### src/rtl/motion_cycle_detector_assert.svh
// Assertion macros shared by the motion cycle detector RTL
`ifndef MOTION_CYCLE_DETECTOR_ASSERT_SVH
`define MOTION_CYCLE_DETECTOR_ASSERT_SVH

// same-cycle implication, clocked on clk, off during reset
`define MCD_ASSERT_NOW(lbl, ante, cons, msg) \
	lbl: assert property (@(posedge clk) disable iff (!arst_n) (ante) |-> (cons)) \
		else $error(msg);

// next-cycle implication
`define MCD_ASSERT_NEXT(lbl, ante, cons, msg) \
	lbl: assert property (@(posedge clk) disable iff (!arst_n) (ante) |=> (cons)) \
		else $error(msg);

`endif

### src/rtl/mcd_pkg.sv
// Shared types, constants and register map of the motion cycle detector
package mcd_pkg;

	localparam int SAMPLE_BITS_DEF = 13;
	localparam int GAP_LIMIT_DEF   = 1000;
	localparam int NUM_AXES        = 3;

	localparam int REST_ENERGY_W = 26;
	localparam int MIN_THR_W     = 13;
	localparam int MIN_GAP_W     = 10;
	localparam int TENTHS_W      = 4;
	localparam int CFG_DATA_W    = 26;
	localparam int CFG_IDX_W     = 3;
	localparam int ENERGY_OUT_W  = 26;
	localparam int COUNT_W       = 32;
	localparam int AXIS_W        = 2;

	localparam logic [AXIS_W-1:0] AXIS_X = 2'd0;
	localparam logic [AXIS_W-1:0] AXIS_Y = 2'd1;
	localparam logic [AXIS_W-1:0] AXIS_Z = 2'd2;

	typedef enum logic [CFG_IDX_W-1:0] {
		REG_REST_ENERGY = 3'd0,
		REG_THR_FLOOR   = 3'd1,
		REG_MIN_GAP     = 3'd2,
		REG_THR_TENTHS  = 3'd3,
		REG_CYCLE_EN    = 3'd4
	} cfg_reg_t;

	localparam logic [REST_ENERGY_W-1:0] REST_ENERGY_RST = 26'd1600;
	localparam logic [MIN_THR_W-1:0]     MIN_THR_RST     = 13'd50;
	localparam logic [MIN_GAP_W-1:0]     MIN_GAP_RST     = 10'd6;
	localparam logic [TENTHS_W-1:0]      TENTHS_RST      = 4'd4;
	localparam logic                     COUNT_CYC_RST   = 1'b1;

	typedef struct packed {
		logic [REST_ENERGY_W-1:0] rest_energy;
		logic [MIN_THR_W-1:0]     thr_floor;
		logic [MIN_GAP_W-1:0]     min_gap;
		logic [TENTHS_W-1:0]      tenths;
		logic                     cycle_en;
	} mcd_cfg_t;

	typedef enum logic [3:0] {
		ST_IDLE,
		ST_LOWPASS,
		ST_HIGHPASS,
		ST_SQUARE,
		ST_ENERGY,
		ST_PICK,
		ST_SMOOTH,
		ST_ROOT,
		ST_SCALE,
		ST_DIVIDE,
		ST_DECIDE
	} seq_state_t;

	typedef struct packed {
		logic load;
		logic seed;
		logic upd_lp;
		logic upd_hp;
		logic upd_sq;
		logic upd_en;
	} lane_ctl_t;

	typedef struct packed {
		logic pick;
		logic smooth;
		logic scale;
		logic divide;
		logic decide;
	} merge_ctl_t;

endpackage

### src/rtl/mcd_axis_lane.sv
// One axis lane: low-pass, high-pass, square and energy filter
module mcd_axis_lane import mcd_pkg::*; #(
	parameter int SB = SAMPLE_BITS_DEF
) (
	input  logic                 clk,
	input  logic                 arst_n,
	input  lane_ctl_t            ctl,
	input  logic signed [SB-1:0] sample,
	output logic signed [SB:0]   hp,
	output logic [2*SB-1:0]      energy
);

	localparam int LPW = SB + 4;
	localparam int HW  = SB + 1;
	localparam int EW  = 2 * SB;

	logic signed [SB-1:0]   x_q;
	logic signed [LPW-1:0]  lp_q;
	logic signed [HW-1:0]   hp_q;
	logic [EW-1:0]          sq_q;
	logic [EW-1:0]          en_q;

	logic signed [LPW-1:0]  x16;
	logic signed [LPW-1:0]  lp_base;
	logic signed [LPW:0]    dlp;
	logic signed [LPW:0]    dlp_adj;
	logic signed [LPW:0]    dlp_sh;
	logic signed [LPW-1:0]  lp_new;
	logic signed [LPW-1:0]  lp_adj;
	logic signed [LPW-1:0]  lp_sh;
	logic signed [SB-1:0]   lp16;
	logic signed [HW-1:0]   hp_new;
	logic signed [2*HW-1:0] sq_full;
	logic signed [EW:0]     den;
	logic signed [EW:0]     den_adj;
	logic signed [EW:0]     den_sh;
	logic [EW-1:0]          en_new;

	// lowpass, seeded with 16x the first sample; /16 truncates toward zero
	assign x16     = {x_q, 4'b0000};
	assign lp_base = ctl.seed ? x16 : lp_q;
	assign dlp     = (LPW+1)'(x16) - (LPW+1)'(lp_base);
	assign dlp_adj = dlp + (LPW+1)'(dlp[LPW] ? 5'sd15 : 5'sd0);
	assign dlp_sh  = dlp_adj >>> 4;
	assign lp_new  = lp_base + LPW'(dlp_sh);

	assign lp_adj  = lp_q + LPW'(lp_q[LPW-1] ? 5'sd15 : 5'sd0);
	assign lp_sh   = lp_adj >>> 4;
	assign lp16    = lp_sh[SB-1:0];
	assign hp_new  = HW'(x_q) - HW'(lp16);

	assign sq_full = hp_q * hp_q;

	// energy stays non-negative and below 2^EW
	assign den     = $signed({1'b0, sq_q}) - $signed({1'b0, en_q});
	assign den_adj = den + (EW+1)'(den[EW] ? 6'sd31 : 6'sd0);
	assign den_sh  = den_adj >>> 5;
	assign en_new  = en_q + den_sh[EW-1:0];

	always_ff @(posedge clk) begin
		if (ctl.load) begin
			x_q <= sample;
		end
		if (ctl.upd_hp) begin
			hp_q <= hp_new;
		end
		if (ctl.upd_sq) begin
			sq_q <= sq_full[EW-1:0];
		end
	end

	always_ff @(posedge clk or negedge arst_n) begin
		if (!arst_n) begin
			lp_q <= '0;
			en_q <= '0;
		end else begin
			if (ctl.upd_lp) begin
				lp_q <= lp_new;
			end
			if (ctl.upd_en) begin
				en_q <= en_new;
			end
		end
	end

	assign hp     = hp_q;
	assign energy = en_q;

endmodule

### src/rtl/mcd_isqrt.sv
// Bit-serial floor square root, one root bit per cycle
module mcd_isqrt import mcd_pkg::*; #(
	parameter int SB = SAMPLE_BITS_DEF
) (
	input  logic              clk,
	input  logic              arst_n,
	input  logic              start,
	input  logic [2*SB-1:0]   value,
	output logic              done,
	output logic [SB-1:0]     root
);

	localparam int EW = 2 * SB;
	localparam int RW = SB + 3;
	localparam int CW = $clog2(SB);

	logic          busy_q;
	logic          done_q;
	logic [CW-1:0] cnt_q;
	logic [EW-1:0] val_q;
	logic [RW-1:0] rem_q;
	logic [SB-1:0] root_q;

	logic [RW-1:0] rem_sh;
	logic [RW-1:0] trial;
	logic          take;
	logic          last;

	assign rem_sh = {rem_q[RW-3:0], val_q[EW-1 -: 2]};
	assign trial  = RW'({root_q, 2'b01});
	assign take   = rem_sh >= trial;
	assign last   = cnt_q == CW'(SB - 1);

	always_ff @(posedge clk or negedge arst_n) begin
		if (!arst_n) begin
			busy_q <= 1'b0;
			done_q <= 1'b0;
			cnt_q  <= '0;
		end else begin
			done_q <= busy_q && last;
			if (start) begin
				busy_q <= 1'b1;
				cnt_q  <= '0;
			end else if (busy_q) begin
				cnt_q <= cnt_q + 1'b1;
				if (last) begin
					busy_q <= 1'b0;
				end
			end
		end
	end

	always_ff @(posedge clk) begin
		if (start) begin
			val_q  <= value;
			rem_q  <= '0;
			root_q <= '0;
		end else if (busy_q) begin
			val_q  <= {val_q[EW-3:0], 2'b00};
			rem_q  <= take ? (rem_sh - trial) : rem_sh;
			root_q <= {root_q[SB-2:0], take};
		end
	end

	assign done = done_q;
	assign root = root_q;

endmodule

### src/rtl/mcd_merge.sv
// Merge stage: dominant axis, smoothing, adaptive threshold and trigger
module mcd_merge import mcd_pkg::*; #(
	parameter int SB        = SAMPLE_BITS_DEF,
	parameter int GAP_LIMIT = GAP_LIMIT_DEF
) (
	input  logic                    clk,
	input  logic                    arst_n,
	input  merge_ctl_t              ctl,
	input  mcd_cfg_t                cfg,
	input  logic signed [SB:0]      hp [NUM_AXES],
	input  logic [2*SB-1:0]         energy [NUM_AXES],
	output logic                    root_done,
	output logic                    cycle_detected,
	output logic [AXIS_W-1:0]       dominant_axis,
	output logic                    is_active,
	output logic [COUNT_W-1:0]      active_samples,
	output logic [ENERGY_OUT_W-1:0] dominant_energy
);

	localparam int HW  = SB + 1;
	localparam int EW  = 2 * SB;
	localparam int PW  = SB + TENTHS_W;
	localparam int QW  = SB + 1;
	localparam int TW  = (QW > MIN_THR_W) ? QW : MIN_THR_W;
	localparam int MEW = (EW > REST_ENERGY_W) ? EW : REST_ENERGY_W;
	localparam int GW  = $clog2(GAP_LIMIT + 1);
	localparam int GCW = (GW > MIN_GAP_W) ? GW : MIN_GAP_W;
	// x/10 as (x * ceil(2^DIV_SH/10)) >> DIV_SH, exact for x < 2^PW
	localparam int DIV_SH = PW + 4;
	localparam int MW     = DIV_SH - 2;
	localparam longint unsigned DIV_MUL_I = ((64'd1 << DIV_SH) + 64'd9) / 64'd10;
	localparam logic [MW-1:0] DIV_MUL = MW'(DIV_MUL_I);

	logic [AXIS_W-1:0]       dom_q;
	logic [EW-1:0]           edom_q;
	logic signed [HW-1:0]    hpdom_q;
	logic signed [HW-1:0]    sm_q;
	logic [GW-1:0]           gap_q;
	logic [COUNT_W-1:0]      act_cnt_q;
	logic                    trig_q;
	logic [PW-1:0]           prod_q;
	logic [QW-1:0]           quo_q;
	logic                    cycle_q;
	logic [AXIS_W-1:0]       dom_out_q;
	logic                    active_q;
	logic [ENERGY_OUT_W-1:0] en_out_q;

	logic [AXIS_W-1:0]       dom01;
	logic [EW-1:0]           e01;
	logic [AXIS_W-1:0]       dom;
	logic signed [HW:0]      dsm;
	logic signed [HW:0]      dsm_adj;
	logic signed [HW:0]      dsm_sh;
	logic signed [HW-1:0]    sm_new;
	logic [SB-1:0]           root;
	logic [PW+MW-1:0]        quo_full;
	logic [TW-1:0]           th;
	logic signed [TW:0]      th_c;
	logic signed [TW:0]      sm_c;
	logic                    resting;
	logic                    below;
	logic                    above;
	logic                    gap_ok;
	logic                    fire;

	mcd_isqrt #(
		.SB (SB)
	) u_isqrt (
		.clk    (clk),
		.arst_n (arst_n),
		.start  (ctl.smooth),
		.value  (edom_q),
		.done   (root_done),
		.root   (root)
	);

	// strict compares keep the lowest index on ties
	assign dom01 = (energy[1] > energy[0]) ? AXIS_Y : AXIS_X;
	assign e01   = (energy[1] > energy[0]) ? energy[1] : energy[0];
	assign dom   = (energy[2] > e01) ? AXIS_Z : dom01;

	assign dsm     = (HW+1)'(hpdom_q) - (HW+1)'(sm_q);
	assign dsm_adj = dsm + (HW+1)'(dsm[HW] ? 2'sd1 : 2'sd0);
	assign dsm_sh  = dsm_adj >>> 1;
	assign sm_new  = sm_q + HW'(dsm_sh);

	assign quo_full = (PW+MW)'(prod_q) * (PW+MW)'(DIV_MUL);

	assign th      = (TW'(quo_q) > TW'(cfg.thr_floor)) ? TW'(quo_q)
	                                                   : TW'(cfg.thr_floor);
	assign th_c    = $signed({1'b0, th});
	assign sm_c    = (TW+1)'(sm_q);
	assign below   = sm_c < -th_c;
	assign above   = sm_c > th_c;
	assign resting = MEW'(edom_q) < MEW'(cfg.rest_energy);
	assign gap_ok  = GCW'(gap_q) >= GCW'(cfg.min_gap);
	assign fire    = !resting && cfg.cycle_en && trig_q && above && gap_ok;

	always_ff @(posedge clk) begin
		if (ctl.pick) begin
			dom_q   <= dom;
			edom_q  <= energy[dom];
			hpdom_q <= hp[dom];
		end
		if (ctl.scale) begin
			prod_q <= PW'(root) * PW'(cfg.tenths);
		end
		if (ctl.divide) begin
			quo_q <= quo_full[DIV_SH +: QW];
		end
		if (ctl.decide) begin
			cycle_q   <= fire;
			dom_out_q <= dom_q;
			active_q  <= !resting;
			en_out_q  <= ENERGY_OUT_W'(edom_q);
		end
	end

	always_ff @(posedge clk or negedge arst_n) begin
		if (!arst_n) begin
			sm_q      <= '0;
			gap_q     <= '0;
			act_cnt_q <= '0;
			trig_q    <= 1'b0;
		end else begin
			if (ctl.smooth) begin
				sm_q <= sm_new;
				if (gap_q < GW'(GAP_LIMIT)) begin
					gap_q <= gap_q + 1'b1;
				end
			end
			if (ctl.decide) begin
				if (resting) begin
					trig_q <= 1'b0;
				end else begin
					if (act_cnt_q != '1) begin
						act_cnt_q <= act_cnt_q + 1'b1;
					end
					if (cfg.cycle_en) begin
						if (!trig_q && below) begin
							trig_q <= 1'b1;
						end else if (fire) begin
							trig_q <= 1'b0;
							gap_q  <= '0;
						end
					end
				end
			end
		end
	end

	assign cycle_detected  = cycle_q;
	assign dominant_axis   = dom_out_q;
	assign is_active       = active_q;
	assign active_samples  = act_cnt_q;
	assign dominant_energy = en_out_q;

endmodule

### src/rtl/motion_cycle_detector.sv
// Motion cycle detector top level: config registers, sequencer, lanes and merge
//
// channel   direction  handshake              payload
// input     in         in_valid / in_ready    accel_x, accel_y, accel_z
// result    out        out_valid / out_ready  cycle_detected, dominant_axis, is_active,
//                                             active_samples, dominant_energy
// config    in         cfg_en (no wait)       cfg_index, cfg_data
//
// One transaction at a time: a new sample is taken in only once the last one is decided;
// the bit-serial square root, one root bit a cycle, takes most of each transaction.
// A result is registered at its decide step and sits in the output
// register while the next sample is taken in; a stalled output holds the
// sequencer only at the decide step. Reset clears all filter state, no sweep.
`include "motion_cycle_detector_assert.svh"

module motion_cycle_detector import mcd_pkg::*; #(
	parameter int SAMPLE_BITS = SAMPLE_BITS_DEF,
	parameter int GAP_LIMIT   = GAP_LIMIT_DEF
) (
	input  logic                          clk,
	input  logic                          arst_n,
	input  logic                          in_valid,
	output logic                          in_ready,
	input  logic signed [SAMPLE_BITS-1:0] accel_x,
	input  logic signed [SAMPLE_BITS-1:0] accel_y,
	input  logic signed [SAMPLE_BITS-1:0] accel_z,
	output logic                          out_valid,
	input  logic                          out_ready,
	output logic                          cycle_detected,
	output logic [AXIS_W-1:0]             dominant_axis,
	output logic                          is_active,
	output logic [COUNT_W-1:0]            active_samples,
	output logic [ENERGY_OUT_W-1:0]       dominant_energy,
	input  logic                          cfg_en,
	input  logic [CFG_IDX_W-1:0]          cfg_index,
	input  logic [CFG_DATA_W-1:0]         cfg_data
);

	localparam int SB = SAMPLE_BITS;

	seq_state_t state_q;
	seq_state_t state_d;
	mcd_cfg_t   cfg_q;
	logic       seed_q;
	logic       out_valid_q;

	lane_ctl_t  lctl;
	merge_ctl_t mctl;
	logic       slot_free;
	logic       root_done;

	logic signed [SB-1:0] samp   [NUM_AXES];
	logic signed [SB:0]   hp     [NUM_AXES];
	logic [2*SB-1:0]      energy [NUM_AXES];

	assign samp[0] = accel_x;
	assign samp[1] = accel_y;
	assign samp[2] = accel_z;

	always_ff @(posedge clk or negedge arst_n) begin
		if (!arst_n) begin
			cfg_q.rest_energy <= REST_ENERGY_RST;
			cfg_q.thr_floor   <= MIN_THR_RST;
			cfg_q.min_gap     <= MIN_GAP_RST;
			cfg_q.tenths      <= TENTHS_RST;
			cfg_q.cycle_en    <= COUNT_CYC_RST;
		end else if (cfg_en) begin
			unique case (cfg_index)
				REG_REST_ENERGY: cfg_q.rest_energy <= cfg_data[REST_ENERGY_W-1:0];
				REG_THR_FLOOR:   cfg_q.thr_floor   <= cfg_data[MIN_THR_W-1:0];
				REG_MIN_GAP:     cfg_q.min_gap     <= cfg_data[MIN_GAP_W-1:0];
				REG_THR_TENTHS:  cfg_q.tenths      <= cfg_data[TENTHS_W-1:0];
				REG_CYCLE_EN:    cfg_q.cycle_en    <= cfg_data[0];
				default: ;
			endcase
		end
	end

	assign slot_free = !out_valid_q || out_ready;

	always_comb begin
		state_d = state_q;
		unique case (state_q)
			ST_IDLE:     if (in_valid) state_d = ST_LOWPASS;
			ST_LOWPASS:  state_d = ST_HIGHPASS;
			ST_HIGHPASS: state_d = ST_SQUARE;
			ST_SQUARE:   state_d = ST_ENERGY;
			ST_ENERGY:   state_d = ST_PICK;
			ST_PICK:     state_d = ST_SMOOTH;
			ST_SMOOTH:   state_d = ST_ROOT;
			ST_ROOT:     if (root_done) state_d = ST_SCALE;
			ST_SCALE:    state_d = ST_DIVIDE;
			ST_DIVIDE:   state_d = ST_DECIDE;
			ST_DECIDE:   if (slot_free) state_d = ST_IDLE;
			default:     state_d = ST_IDLE;
		endcase
	end

	always_comb begin
		in_ready    = state_q == ST_IDLE;
		lctl.load   = (state_q == ST_IDLE) && in_valid;
		lctl.seed   = seed_q;
		lctl.upd_lp = state_q == ST_LOWPASS;
		lctl.upd_hp = state_q == ST_HIGHPASS;
		lctl.upd_sq = state_q == ST_SQUARE;
		lctl.upd_en = state_q == ST_ENERGY;
		mctl.pick   = state_q == ST_PICK;
		mctl.smooth = state_q == ST_SMOOTH;
		mctl.scale  = state_q == ST_SCALE;
		mctl.divide = state_q == ST_DIVIDE;
		mctl.decide = (state_q == ST_DECIDE) && slot_free;
	end

	always_ff @(posedge clk or negedge arst_n) begin
		if (!arst_n) begin
			state_q     <= ST_IDLE;
			seed_q      <= 1'b1;
			out_valid_q <= 1'b0;
		end else begin
			state_q <= state_d;
			if (lctl.upd_lp) begin
				seed_q <= 1'b0;
			end
			if (mctl.decide) begin
				out_valid_q <= 1'b1;
			end else if (out_ready) begin
				out_valid_q <= 1'b0;
			end
		end
	end

	for (genvar a = 0; a < NUM_AXES; a++) begin : g_lane
		mcd_axis_lane #(
			.SB (SB)
		) u_lane (
			.clk    (clk),
			.arst_n (arst_n),
			.ctl    (lctl),
			.sample (samp[a]),
			.hp     (hp[a]),
			.energy (energy[a])
		);
	end

	mcd_merge #(
		.SB        (SB),
		.GAP_LIMIT (GAP_LIMIT)
	) u_merge (
		.clk             (clk),
		.arst_n          (arst_n),
		.ctl             (mctl),
		.cfg             (cfg_q),
		.hp              (hp),
		.energy          (energy),
		.root_done       (root_done),
		.cycle_detected  (cycle_detected),
		.dominant_axis   (dominant_axis),
		.is_active       (is_active),
		.active_samples  (active_samples),
		.dominant_energy (dominant_energy)
	);

	assign out_valid = out_valid_q;

	`MCD_ASSERT_NEXT(a_one_in_flight, in_valid && in_ready, !in_ready, "second sample taken while busy")
	`MCD_ASSERT_NOW(a_decide_slot, mctl.decide, !out_valid || out_ready, "result overwrote pending output")
	`MCD_ASSERT_NOW(a_cycle_active, out_valid && cycle_detected, is_active, "cycle reported while resting")
	`MCD_ASSERT_NOW(a_axis_code, out_valid, dominant_axis <= AXIS_Z, "dominant axis out of range")
	`MCD_ASSERT_NOW(a_root_in_root, root_done, state_q == ST_ROOT, "square root finished out of step")

endmodule
### config.mk
export PLATFORM = sky130hd
export DESIGN_NAME = motion_cycle_detector
export DESIGN_NICKNAME = d
export VERILOG_FILES = /design/src/rtl/mcd_pkg.sv /design/src/rtl/mcd_axis_lane.sv /design/src/rtl/mcd_isqrt.sv /design/src/rtl/mcd_merge.sv /design/src/rtl/motion_cycle_detector.sv
export VERILOG_INCLUDE_DIRS = /design/src /design/src/rtl
export SDC_FILE = /design/constraint.sdc
export NUM_CORES = 2
export LEC_CHECK = 0
export BUFFER_PORTS_ARGS = -buffer_cell sky130_fd_sc_hd__buf_2
export CAP_MARGIN = 15
export CORE_ASPECT_RATIO = 0.75
export CORE_UTILIZATION = 70
export CTS_BUF_LIST = sky130_fd_sc_hd__clkbuf_8
export DETAILED_ROUTE_END_ITERATION = 10
export GPL_TIMING_DRIVEN = 0
export HOLD_SLACK_MARGIN = 0.03
export PLACE_DENSITY_LB_ADDON = 0.05
export SLEW_MARGIN = 20
export SYNTH_ARGS = -nofsm -noshare
export SYNTH_HDL_FRONTEND = slang
export SYNTH_HIERARCHICAL = 1
export SYNTH_SLANG_ARGS = --single-unit
### constraint.sdc
create_clock -name clk -period 14.37 [get_ports clk]
set_clock_uncertainty 0.15 [all_clocks]
set_input_delay 0.7185 -clock clk [delete_from_list [all_inputs] [get_ports clk]]
set_output_delay 0.7185 -clock clk [all_outputs]
set_load 0.03 [all_outputs]
== Word level (Yosys, flattened, before mapping) ==
Cells that the tools add are included.
Operators by class
  $mul: 5
  $lt $le $gt $ge: 10
  reduce and logical (&&, ||, !) cells: 26
  $add $sub $neg: 32
  shift-type cells: 0
  multiplexer cells: 48
  divide/modulo/power cells: 0
  equal/unequal tests: 19
  bitwise operators: 2
Operators by type and width (count)
  $mux 26: 5
  $add 27x27->27: 3
  $sub 26x26->27: 3
  $add 26x26->26: 3
  $mul 14x14->26: 3
  $mux 10: 7
  $mux 14: 4
  $add 18x5->18: 3
  $sub 17x17->18: 3
  $bmux 26 s2: 1
  $gt 26x26->1: 2
  $add 17x14->17: 3
  $add 17x5->17: 3
  $mux 17: 3
  $mux 4: 11
  $pmux 4 s11: 1
  $sub 13x13->14: 3
  $mul 17x16->33 const B: 1
  $add 32x1->32 const B: 1
  $ne 32x32->1 const B: 1
  $bmux 14 s2: 1
  $lt 26x26->1: 1
  $mul 13x4->17: 1
  $eq 4x3->1 const B: 4
  36 further kinds: 71
Word-level totals
  memory bits (read-only): 0
  flip-flop bits (word level): 567
  memories kept: 0
  bits in writable memories: 0
  bits in latches: 0
  bits of input ports: 73
  output and inout bits: 64

== Longest topological paths before layout ==
  depth in word-level cells: 11
  gate-level depth with buffers: 34
  depth with buffers taken out: 34

== By module ==
The synthesis kept the hierarchy.
By module, submodules not included
  mcd_merge: cells an instance 1723, times used 1, area an instance 17430.5 um2
  mcd_axis_lane at g_lane[2].u_lane: cells an instance 1702, times used 1, area an instance 15275.9 um2
  mcd_axis_lane at g_lane[0].u_lane: cells an instance 1675, times used 1, area an instance 15145.8 um2
  mcd_axis_lane at g_lane[1].u_lane: cells an instance 1643, times used 1, area an instance 14950.6 um2
  mcd_isqrt: cells an instance 312, times used 1, area an instance 3243.1 um2
  motion_cycle_detector: cells an instance 164, times used 1, area an instance 2439.8 um2

== Least setup slack after synthesis ==
Ideal clock, no wire load.
  kind: register to register
  from: register g_lane[0].u_lane.en_q[0]
  to: register g_lane[0].u_lane.en_q[25]
  clock period less this slack: 6.784 ns
  data required time: 14.130 ns
  slack: 7.586 ns
  stages on the path, launching flop included: 32
  data arrival time: 6.545 ns
  cells stage by stage: dfrtp_1 > ha_1 > inv_1 > ha_1 > a211oi_2 > o21ai_1 > a211o_1 > a21oi_2 > nor2_1 > a21oi_1 > ha_1 > nand4b_1 > o31a_1 > o21ai_1 > o21ba_4 > nor3_4 > and3_4 > nand4_4 > nor4_2 > nor3b_2 > xor2_1 > ha_1 > nor2b_1 > o21ai_0 > nand2b_1 > nor3_1 > and3_1 > o31ai_1 > or2b_1 > a2111oi_2 > nor4_1 > o2111ai_1
On the way
  longest elaborated chain between the ends: 4
Ends and longest elaborated chain
  from (decl): line mcd_axis_lane.sv:21  | logic [EW-1:0] en_q;
  from (signal assigned): line mcd_axis_lane.sv:81  | en_q <= en_new;
  $sub 26x26->27: line mcd_axis_lane.sv:55  | assign den = $signed({1'b0, sq_q}) - $signed({1'b0, en_q});
  $mux 5: line mcd_axis_lane.sv:56  | assign den_adj = den + (EW+1)'(den[EW] ? 6'sd31 : 6'sd0);
  $add 27x27->27: line mcd_axis_lane.sv:56
  $add 26x26->26 (*): line mcd_axis_lane.sv:58  | assign en_new = en_q + den_sh[EW-1:0];
Mark *: on every way between the ends. The rest lies on a longest branch, timed or not.
A chain may end at the register's enable or synchronous reset.

== Worst setup path after layout ==
  from: register g_lane[2].u_lane.en_q[6]
  to: register g_lane[2].u_lane.en_q[25]
On the way
  longest elaborated chain between the ends: 4
Ends and longest elaborated chain (line)
  from (decl): mcd_axis_lane.sv:21
  from (signal assigned): mcd_axis_lane.sv:81
  $sub 26x26->27: mcd_axis_lane.sv:55
  $mux 5: mcd_axis_lane.sv:56
  $add 27x27->27: mcd_axis_lane.sv:56
  $add 26x26->26 (*): mcd_axis_lane.sv:58
Marked as above.

==> metrics <==
status completed; die height 273 um; CP max-delay cell a2111oi_0; Worst setup EP type register; Post-CTS Hold Fix Bufs 64; RSZ-0062 raised after global routing no; setup TNS 0 ns; area share of the leading cell type in the synthesized netlist 17.9%; initial antenna violation count 3; Reg2Reg Depth 30; clock sink total 564; routed via count 52,500; Clock Pin Slew Worst Setup and Hold Paths 0.07 ns; sequential fraction of the synthesis area 22.5%; dpl ws 6.06 ns; Syn Inst Count 7,219; Residual DRC 0; I/O Buffers 136; final instance area 73,700 um2; CTS tree built; most frequent CP cell o21ai_0; GRT overflow 0; Resized cells post-CTS 0; pwr/cell area 244 nW/um2; Post-synth top cells inv_1, ha_1, fa_1, nand2_1, xnor2_1; final worst path period share 56.7%; Final setup viols 0; post-layout net count 9,051; Leak 35.4 nW; slowest cell delay on critical path 0.78 ns; DR iter-0 viols 4,249; share of cells above drive strength 1 8.44%; Worst-Skew Late Latency 0.84 ns; fin crit period 8.14 ns; CTS H-tree lvls 3; HP Class in -> reg; Detailed Place HPWL 135,000 um; Slew headroom 27.1%; #FFs+latches synth 564; vias per inst 5.88; die width 363 um; synth top area cells fa_1, ha_1, edfxtp_1; setup ws final 6.23 ns; Post-CTS Setup Bufs 0; die area 99,100 um2; Final GP Congestion 0.966; MaxCap Viol Count 0; asr flop ratio synth 44.7%; post-synth cell types 134; WL final 168,000 um; Worst-Margin Slew 1.09 ns; CTS Buffer Depth 3; startpoint types register; area delta synth->final 7.60%; Top Ports 137; initial core utilization 71.2%; vias in the first global route 52,500; Synthesized Nets 8,730; first-pass detailed-route iteration total 10; CP max FO 9; synthesized area per cell 9.49 um2; Avg WL per Cell 18.8 um; dpl cell area 71,100 um2; final max-slew violation count 0; count leader, synth inv_1; GRT Total Usage 34.3%; critical path class reg -> reg; largest net degree at the start of global routing 89; worst hold path depth 2; final core utilization 76.7%; core box area 96,100 um2; Tot Pwr 18.0 mW; first-pass GRT wire length 271,000 um; cts bufs inserted 96; Syn Std Cell Area 68,500 um2; Yosys warning total 6; predominant post-synthesis flop cell edfxtp_1; Max IR drop VDD 0.000189 V; Routed Antenna Nets 0; Root Buffer clkbuf_8; Fmax 123 MHz; number of synthesized flops with an enable pin 285; Worst Path Arrival 8.71 ns; Req. time, crit path 14.94 ns; largest area contributor in the netlist fa_1; Hold Vio Cnt, Final 0; Cell Rows 98
==> cell usage in the layout, fill, tap and decap left out, types with 43 or more instances in the layout <==
cell,synthesis,routed
xnor2_1,410,410
mux2i_1,129,129
dlygate4sd3_1,0,64
clkbuf_8,2,106
xor2_1,182,182
o21a_1,73,73
a21o_1,142,142
nand3_1,122,122
nand2_1,516,515
and3_1,43,43
nor2_1,373,371
mux2_2,155,155
o21bai_1,47,47
fa_1,613,613
a21oi_1,313,312
nor2b_1,69,68
clkbuf_1,96,96
dfrtp_1,241,241
and2_1,152,151
o21ai_0,226,226
ha_1,825,825
nor3_1,103,98
inv_1,1307,1330
nand2b_1,64,64
nand4_1,67,67
buf_2,11,146
edfxtp_1,285,285
==> layout make-up <==
cell class | instances | area, um2
clock buffers | 104 | 1430
multi-input cells | 5209 | 47500
well taps | 1300 | 1630
fillers | 6897 | 22400
inverters | 1307 | 4910
flip-flops and latches | 564 | 15400
clock inverters | 76 | 494
repair buffers | 223 | 1600
diodes | 1 | 2.50
plain buffers | 139 | 688
==> state kept, by name, summed over array words and instances, names as in the netlist, 17 cells and up <==
register,flops
g_lane.u_lane/energy,78
u_merge/edom_q,26
g_lane.u_lane/hp,42
u_merge/prod_q,17
cfg_q,54
u_merge/active_samples,32
g_lane.u_lane/lp_q,51
u_merge/u_isqrt/val_q,26
g_lane.u_lane/x_q,39
g_lane.u_lane/sq_q,75
u_merge/dominant_energy,26
==> metrics by stage <==
step                cells  hold WS [ns]
CTS                  8922        0.0486
global placement     8655         0.324
global route         8923        0.0837
detailed placement   8678         0.329
floorplan            7219         0.250
finish               8923         0.119
==> worst max-delay path: cells and delay by family (launching register included) <==
family,cells,cell delay [ns]
compound gates,14,4.23
simple gates,8,1.25
fa+ha+maj,3,0.96
flops,1,0.45
buf+inv,2,0.38
xor+xnor,2,0.34
mux,1,0.28
==> where the power goes <==
| group | internal (mW) | switching, mW |
|---|---|---|
| Combinational | 5.84 | 7.74 |
| Clock | 0.724 | 0.773 |
| Sequential | 2.42 | 0.483 |
==> final timing paths <==
kind	slack (ns)	startpoint	end
worst min register to register	0.33	u_merge/dom_q[0]$_DFFE_PP_	u_merge/dominant_axis[0]$_DFFE_PP_
min in group asynchronous	0.33	arst_n	u_merge/active_samples[23]$_DFFE_PN0P_
worst max-delay path	6.23	g_lane[2].u_lane/energy[6]$_DFFE_PN0P_	g_lane[2].u_lane/energy[25]$_DFFE_PN0P_
worst max register to register	6.23	g_lane[2].u_lane/energy[6]$_DFFE_PN0P_	g_lane[2].u_lane/energy[25]$_DFFE_PN0P_
worst min-delay path	0.12	cfg_data[2]	cfg_q[17]$_DFFE_PN0P_
max in group asynchronous	12.67	arst_n	g_lane[0].u_lane/lp_q[14]$_DFFE_PN0P_
==> routing by layer <==
layer  track usage [%]  vias to the layer above  part of all wire (%)
li1                  -                    24800                     -
met1              49.6                    25500                    45
met2              53.3                     1860                    44
met3              5.68                      293                   8.0
met4              10.1                        0                   2.9
met5                 0                        -                     0
==> cells by family (layout without fill, tap and decap cells) <==
| kind of cell | after synthesis | in the layout | synth area share (%) |
|---|---|---|---|
| and+or+nand+nor | 1683 | 1683 | 12.3 |
| buffers and inverters | 1446 | 1849 | 8.17 |
| adders and majority gates | 1439 | 1439 | 33.0 |
| AOI/OAI and AO/OA | 1200 | 1200 | 11.7 |
| xor gates and xnor gates | 593 | 593 | 7.60 |
| DFF | 564 | 564 | 22.5 |
| muxes | 294 | 294 | 4.67 |
| other | 0 | 1 | 0 |
Note: power is estimated with default switching activity, not from simulation.
